$ cat src/rtl/core/isl_pkg.sv
package isl_pkg;

  // Default sizing of the list.
  localparam int unsigned CAPACITY   = 16;
  localparam int unsigned DATA_WIDTH = 32;

  // Fixed widths of the transaction fields.
  localparam int unsigned PosW   = 5;
  localparam int unsigned ValueW = 32;
  localparam int unsigned CountW = 5;

  typedef enum logic [1:0] {
    OP_INSERT  = 2'd0,
    OP_DELETE  = 2'd1,
    OP_READ    = 2'd2,
    OP_REVERSE = 2'd3
  } opcode_e;

  typedef enum logic [1:0] {
    ST_OK    = 2'd0,
    ST_FULL  = 2'd1,
    ST_EMPTY = 2'd2,
    ST_RANGE = 2'd3
  } status_e;

  // Request transaction.
  typedef struct packed {
    opcode_e            opcode;
    logic [PosW-1:0]    position;
    logic [ValueW-1:0]  value;
  } req_t;

  // Response transaction.
  typedef struct packed {
    logic [ValueW-1:0]  read_value;
    logic [CountW-1:0]  count;
    status_e            status;
  } rsp_t;

  // Action broadcast to every cell of the chain.
  typedef struct packed {
    logic ins;  // insert accepted
    logic del;  // delete accepted
  } cell_cmd_t;

endpackage

$ cat src/rtl/core/isl_cell.sv
module isl_cell #(
  parameter int unsigned DATA_WIDTH = isl_pkg::DATA_WIDTH,
  parameter int unsigned IDX_W      = 4,
  parameter int unsigned INDEX      = 0
) (
  input  logic                  clk_i,
  input  isl_pkg::cell_cmd_t    cmd_i,
  input  logic [IDX_W-1:0]      q_i,
  input  logic [DATA_WIDTH-1:0] value_i,
  input  logic [DATA_WIDTH-1:0] left_i,
  input  logic [DATA_WIDTH-1:0] right_i,
  output logic [DATA_WIDTH-1:0] data_o
);

  localparam logic [IDX_W-1:0] MyIdx = IDX_W'(INDEX);

  logic [DATA_WIDTH-1:0] data_q, data_d;
  logic                  take_left, take_right, take_value;

  // Decide which neighbor this cell copies. The list always fills the row
  // from cell zero upward, so an insert opens a gap by shifting the cells
  // above the target up, and a delete closes it by shifting them down.
  always_comb begin
    take_value = cmd_i.ins && (MyIdx == q_i);
    take_left  = cmd_i.ins && (MyIdx > q_i);
    take_right = cmd_i.del && (MyIdx >= q_i);
  end

  always_comb begin
    priority if (take_value) begin
      data_d = value_i;
    end else if (take_left) begin
      data_d = left_i;
    end else if (take_right) begin
      data_d = right_i;
    end else begin
      data_d = data_q;
    end
  end

  always_ff @(posedge clk_i) begin
    data_q <= data_d;
  end

  assign data_o = data_q;

endmodule

$ cat src/rtl/core/indexed_sequence_list.sv
// A response is registered and presented in the cycle after its request is accepted.
// Throughput: one request per cycle while responses are taken at once; a new
// request enters in the cycle the waiting response leaves, and a stalled
// response blocks the input. Reverse only flips the orientation flag, so it
// moves no data. Reset clears the count, orientation and output valid; cell
// contents stay undefined until written.
module indexed_sequence_list #(
  parameter int unsigned CAPACITY   = isl_pkg::CAPACITY,
  parameter int unsigned DATA_WIDTH = isl_pkg::DATA_WIDTH
) (
  input  logic          clk_i,
  input  logic          rst_ni,
  input  logic          in_valid_i,
  output logic          in_ready_o,
  input  isl_pkg::req_t in_i,
  output logic          out_valid_o,
  input  logic          out_ready_i,
  output isl_pkg::rsp_t out_o
);

  localparam int unsigned IdxW = (CAPACITY > 1) ? $clog2(CAPACITY) : 1;
  localparam int unsigned CntW = $clog2(CAPACITY + 1);
  localparam int unsigned CmpW = (CntW > isl_pkg::PosW) ? CntW : isl_pkg::PosW;
  localparam logic [CmpW-1:0] CapX    = CmpW'(CAPACITY);

  logic                  fire;
  logic                  rev;
  logic [CntW-1:0]       cnt_q, cnt_d;
  logic                  dir_q, dir_d;
  logic                  out_valid_q;
  isl_pkg::rsp_t         out_q, rsp_d;
  isl_pkg::status_e      st;
  isl_pkg::cell_cmd_t    cmd;
  logic [CmpW-1:0]       pos_x, cnt_x, q_x;
  logic [IdxW-1:0]       q;
  logic [63:0]           val_wide, rd_wide;
  logic [DATA_WIDTH-1:0] val_w;
  logic [DATA_WIDTH-1:0] cell_data [CAPACITY];

  // Handshake: the output register frees up when its response is taken.
  assign fire       = in_valid_i && in_ready_o;
  assign in_ready_o = !out_valid_q || out_ready_i;

  assign pos_x   = CmpW'(in_i.position);
  assign cnt_x   = CmpW'(cnt_q);

  // Logical position to physical cell. The list always occupies cells zero
  // to count-1; in normal orientation position p is cell p, once reversed it
  // is cell count-1-p, and an insert then lands at cell count-p.
  always_comb begin
    if (!dir_q) begin
      q_x = pos_x;
    end else if (in_i.opcode == isl_pkg::OP_INSERT) begin
      q_x = cnt_x - pos_x;
    end else begin
      q_x = cnt_x - pos_x - CmpW'(1);
    end
  end

  assign q = q_x[IdxW-1:0];

  assign val_wide = 64'(in_i.value);
  assign val_w    = val_wide[DATA_WIDTH-1:0];

  // Request checks; full and empty take precedence over range.
  always_comb begin
    st = isl_pkg::ST_OK;
    unique case (in_i.opcode)
      isl_pkg::OP_INSERT: begin
        if (cnt_x >= CapX) begin
          st = isl_pkg::ST_FULL;
        end else if (pos_x > cnt_x) begin
          st = isl_pkg::ST_RANGE;
        end
      end
      isl_pkg::OP_DELETE, isl_pkg::OP_READ: begin
        if (cnt_q == '0) begin
          st = isl_pkg::ST_EMPTY;
        end else if (pos_x >= cnt_x) begin
          st = isl_pkg::ST_RANGE;
        end
      end
      default: st = isl_pkg::ST_OK;
    endcase
  end

  // Command broadcast to the cell row.
  always_comb begin
    cmd.ins = fire && (in_i.opcode == isl_pkg::OP_INSERT) && (st == isl_pkg::ST_OK);
    cmd.del = fire && (in_i.opcode == isl_pkg::OP_DELETE) && (st == isl_pkg::ST_OK);
    rev     = fire && (in_i.opcode == isl_pkg::OP_REVERSE);
  end

  // Next count and orientation.
  always_comb begin
    cnt_d = cnt_q;
    dir_d = dir_q;
    if (cmd.ins) begin
      cnt_d = cnt_q + CntW'(1);
    end
    if (cmd.del) begin
      cnt_d = cnt_q - CntW'(1);
    end
    if (rev) begin
      dir_d = !dir_q;
    end
  end

  // Row of cells, each wired to its neighbors.
  for (genvar g = 0; g < CAPACITY; g++) begin : g_cell
    logic [DATA_WIDTH-1:0] left, right;
    if (g == 0) begin : g_lo
      assign left = '0;
    end else begin : g_lo_n
      assign left = cell_data[g-1];
    end
    if (g == CAPACITY - 1) begin : g_hi
      assign right = '0;
    end else begin : g_hi_n
      assign right = cell_data[g+1];
    end
    isl_cell #(
      .DATA_WIDTH (DATA_WIDTH),
      .IDX_W      (IdxW),
      .INDEX      (g)
    ) u_cell (
      .clk_i    (clk_i),
      .cmd_i    (cmd),
      .q_i      (q),
      .value_i  (val_w),
      .left_i   (left),
      .right_i  (right),
      .data_o   (cell_data[g])
    );
  end

  // Response; the read word is zero unless the read succeeds.
  always_comb begin
    rd_wide = '0;
    if ((in_i.opcode == isl_pkg::OP_READ) && (st == isl_pkg::ST_OK)) begin
      rd_wide = 64'(cell_data[q]);
    end
    rsp_d.read_value = rd_wide[isl_pkg::ValueW-1:0];
    rsp_d.count      = isl_pkg::CountW'(cnt_d);
    rsp_d.status     = st;
  end

  always_ff @(posedge clk_i or negedge rst_ni) begin
    if (!rst_ni) begin
      cnt_q       <= '0;
      dir_q       <= 1'b0;
      out_valid_q <= 1'b0;
    end else begin
      cnt_q <= cnt_d;
      dir_q <= dir_d;
      if (fire) begin
        out_valid_q <= 1'b1;
      end else if (out_ready_i) begin
        out_valid_q <= 1'b0;
      end
    end
  end

  always_ff @(posedge clk_i) begin
    if (fire) begin
      out_q <= rsp_d;
    end
  end

  assign out_valid_o = out_valid_q;
  assign out_o       = out_q;

  // The count never goes past the capacity.
  a_cnt_bound: assert property (@(posedge clk_i) disable iff (!rst_ni)
    CmpW'(cnt_q) <= CapX)
    else $error("element count above capacity");

  // A rejected request changes nothing.
  a_reject_hold: assert property (@(posedge clk_i) disable iff (!rst_ni)
    (fire && (st != isl_pkg::ST_OK)) |=> ($stable(cnt_q) && $stable(dir_q)))
    else $error("rejected request changed the list");

  // Every accepted request leaves a response behind.
  a_rsp_follows: assert property (@(posedge clk_i) disable iff (!rst_ni)
    fire |=> out_valid_q)
    else $error("accepted request produced no response");

  // Reverse flips the orientation and keeps the count.
  a_rev_flip: assert property (@(posedge clk_i) disable iff (!rst_ni)
    rev |=> ((dir_q != $past(dir_q)) && $stable(cnt_q)))
    else $error("reverse did not flip orientation");

endmodule
$ cat config.mk
export PLATFORM = sky130hd
export DESIGN_NAME = indexed_sequence_list
export DESIGN_NICKNAME = d
export VERILOG_FILES = /design/src/rtl/core/isl_pkg.sv /design/src/rtl/core/isl_cell.sv /design/src/rtl/core/indexed_sequence_list.sv
export SDC_FILE = /design/constraint.sdc
export NUM_CORES = 1
export LEC_CHECK = 0
export BUFFER_PORTS_ARGS = -buffer_cell sky130_fd_sc_hd__buf_2
export CAP_MARGIN = 20
export CELL_PAD_IN_SITES_DETAIL_PLACEMENT = 1
export CELL_PAD_IN_SITES_GLOBAL_PLACEMENT = 1
export CORE_MARGIN = 2
export CORE_UTILIZATION = 35
export CTS_CLUSTER_SIZE = 24
export DETAILED_ROUTE_END_ITERATION = 12
export GPL_TIMING_DRIVEN = 0
export HOLD_SLACK_MARGIN = 0.02
export MAX_ROUTING_LAYER = met4
export PLACE_DENSITY_LB_ADDON = 0.3
export SLEW_MARGIN = 10
export SYNTH_ARGS = -nofsm -noshare
export SYNTH_HDL_FRONTEND = slang
export SYNTH_SLANG_ARGS = --single-unit
$ cat constraint.sdc
create_clock -name clk_i -period 7.75 [get_ports clk_i]
set_input_delay 0.775 -clock clk_i [delete_from_list [all_inputs] [get_ports clk_i]]
set_output_delay 0.775 -clock clk_i [all_outputs]
set_load 0.005 [all_outputs]
==> results.toml <==
[place]
hpwl_um = 111000
gp_congestion = 0.983
numPortBuffers = 52

[setup_path]
slowest_delay_ns = 0.91
critical_path.startpoint_type = "register"
reg2reg_slack_ns = 1.54
worst_setup_path_end_kind = "register"
crit_path_start = "cnt_q[0]$_DFF_PN0_"
rr_worst_depth = 12
crit-reg2reg-launch = "cnt_q[0]$_DFF_PN0_"
cp_slowest_cell = "clkbuf_1"
crit_fanout = 10
required_ns = 8.06
reg2reg_to = "out_o[37]$_SDFFCE_PN0P_"
critPathArrivalTime_ns = 6.52
crit_chain = "inv_1 > ha_1 > fa_1 > ha_1 > mux2i_1 > mux2i_2 > clkbuf_1 > clkbuf_1 > buf_1 > nand3_1 > a31oi_1 > o22ai_1"
path_class = "reg -> reg"

[layout]
drive_above_1_share = 0.0814
synthToLayoutAreaGrowth_pct = 14.0
finalNetCount = 4019
mostFrequentLayoutCells = "nand2_1 (1308), edfxtp_1 (551), nor2_1 (398)"
final_common_cell = "nand2_1"

[logic_synthesis]
synth_seq_area_share = 0.517
async_flop_share = 0.0125
avgSynthCellArea_sq_um = 8.49
ys.flop_type = "edfxtp_1"
yosys_warnings = 0
syn_inst = 3808
syn-num-nets = 3869
ys_types = 60
synth_edf_count = 551
ys_seq_elements = 558
syn_area_sq_mm = 0.0323

[worst_hold_path]
min_path_type = "in -> reg"
whs_endpoint = "out_valid_o$_DFFE_PN0P_"
min_path_cells = 2
hp-start = "in_valid_i"

[clock_tree]
cts_buffers = 68
cts_buffer_depth = 3
cts-root-buf = "clkbuf_16"
htree_levels = 3
clock_latency_ns = 0.65
cts.sinks = 558
cts_tree = "built"
clk_pin_slew_ns = 0.07
cts_resized = 0

[detailed_routing]
drt_pass1_iterations = 5
dr.first_iter.drc_count = 3380
drc_errors = 0
via_count = 31300
drt-total-wl_um = 141000
viasPerCell = 6.02
antenna_left = 0
wire_per_inst_um = 27.1

[run_status]
status = "complete, no violations"

[power]
finalPower_mw = 14.0
p_seq_frac = 0.284
swShare = 0.478
vdd_ir_drop_max_uv = 169
p_leak_nw = 13.5
p_comb_frac = 0.485
powerDensity_mw_per_mm2 = 380
pwr-share-clk = 0.231
p_sw_mw = 6.69
internal_power_mw = 7.30

[sta]
min_period_ns = 6.21
finalHoldViolations = 0
fin_crit_sh = 0.801
worstMarginPinSlew_ns = 1.25
hold_ws_ns = 0.357
setup_viol = 0
max_freq_ghz = 0.161
rsz0062_at_grt = "false"
clock_skew_ns = 0.0286
slew_headroom = 0.164
slew_violations = 0

[floorplan]
die_area_sq_mm = 0.0948
fp-row-count = 111
ios = 84
die_h_um = 308
design.core.area_sq_mm = 0.0915
die_x_um = 308
start_util = 0.353

[grt]
grt_overflow = 0
antenna_found_initial = 5
top_usage_layer = "met2"
grt_pass1_vias = 31500
track_usage = 0.302
grt_pass1_wl_um = 207000
grt_use_met2 = 0.463
grt_start_max_net_pins = 33
grt_use_met1 = 0.406
use_met3 = 0.0387

[job]
cap_viol_max_count = 0
final cells by class:
type                            count  area [sq um]
Buffer                            372          1590
Timing Repair Buffer               80           753
Multi-Input combinational cell   2863         14100
Fill cell                       10800         54700
Antenna cell                        7          17.5
Tap cell                         1186          1480
Clock inverter                     28           322
Clock buffer                       90          1810
Sequential cell                   558         16700
Inverter                           15          56.3
cells by family after synthesis:
group	Yosys count	synth area share
AOI/OAI and AO/OA	798	0.156
xor gates and xnor gates	7	0.00190
adders and majority gates	18	0.00720
buffers and inverters	387	0.0508
DFF	558	0.517
muxes	49	0.0152
and+or+nand+nor	1991	0.251
repair_timing:
action / 4_1_cts / 5_1_grt
setup buffers: 0 / 0
hold endpoints to repair: 7 / 0
hold buffers: 1 / 0
how the worst max path moves through the flow:
| stage | slack, ns | endpoint | cells past startpoint |
|---|---|---|---|
| 2_1_floorplan | 1.90 | g_cell[1].u_cell.data_o[0]$_DFFE_PP_ | 8 |
| 3_3_place_gp | -2.11 | g_cell[1].u_cell.data_o[5]$_DFFE_PP_ | 9 |
| 3_5_place_dp | 1.42 | out_o[37]$_SDFFCE_PN0P_ | 12 |
| 4_1_cts | 1.73 | out_o[37]$_SDFFCE_PN0P_ | 12 |
| 5_1_grt | 1.60 | out_o[27]$_SDFFCE_PN0P_ | 12 |
| 6_report | 1.54 | out_o[37]$_SDFFCE_PN0P_ | 12 |
registers in the layout, summed over array words and instances, names as in the netlist:
signal / count
dir_q: 1
out_o: 39
cnt_q: 5
out_valid_o: 1
g_cell.u_cell.data_o: 512
per-layer routing:
layer / vias to the layer above / wire length (um)
met2: 1318 / 64500
li1: 13800 / -
met4: 0 / 6160
met3: 285 / 9380
met5: - / 0
met1: 15900 / 61200
cell usage after synthesis (all sizes together) (2+ instances only):
cell    count  area (sq um)
nand3     168           851
inv        14          52.6
o22ai      96           601
clkbuf    214           803
a32oi       2          17.5
ha         17           213
nand3b      2          15.0
a311oi     65           569
dfrtp       7           175
a31oi     321          2010
o21ai     106           542
nor4        4          61.3
nor2b       4          25.0
a41oi       2          17.5
and3       65           407
xnor2       7          61.3
nand2    1309          4920
a21oi     128           656
mux2i      48           480
nor3        9          66.3
a21o        3          22.5
buf       158           783
a211oi      3          22.5
nand4      13           160
edfxtp    551         16500
nor2      406          1530
a22oi      32           240
a22o       32           280
and2        3          18.8
nand2b      4          25.0
critical path, delay by kind of cell (launching register included):
| kind | cells | cell delay, ns |
|---|---|---|
| AND/OR/NAND/NOR | 1 | 0.25 |
| buffers and inverters | 4 | 2.73 |
| AO/OA/AOI/OAI | 2 | 0.57 |
| adder cells (fa/ha/maj) | 3 | 1.01 |
| flip-flops | 1 | 0.44 |
| multiplexers | 2 | 0.84 |
power groups by stage:
| stage | combinational, mW | sequential (mW) | clock, mW |
|---|---|---|---|
| after floorplan | 3.74 | 3.95 | 0 |
| after global routing | 7.10 | 4.00 | 3.36 |
| after detailed placement | 6.51 | 4.03 | 0 |
| after global placement | 6.24 | 4.05 | 0 |
| after CTS | 6.54 | 3.97 | 3.26 |
| final | 6.78 | 3.97 | 3.23 |
through the flow:
stage                     utilization  setup TNS, ns  area, sq um  setup slack (ns)  std cells
after detailed placement        0.379              0        34600              1.42       5071
after floorplan                     -              0        32300              1.90       3808
final                           0.402              0        36800              1.54       5199
after CTS                       0.402              0        36800              1.73       5190
after global routing            0.402              0        36800              1.60       5194
after global placement          0.372        -225.96        34100             -2.11       5046
Power figures use the tool's default switching activity.
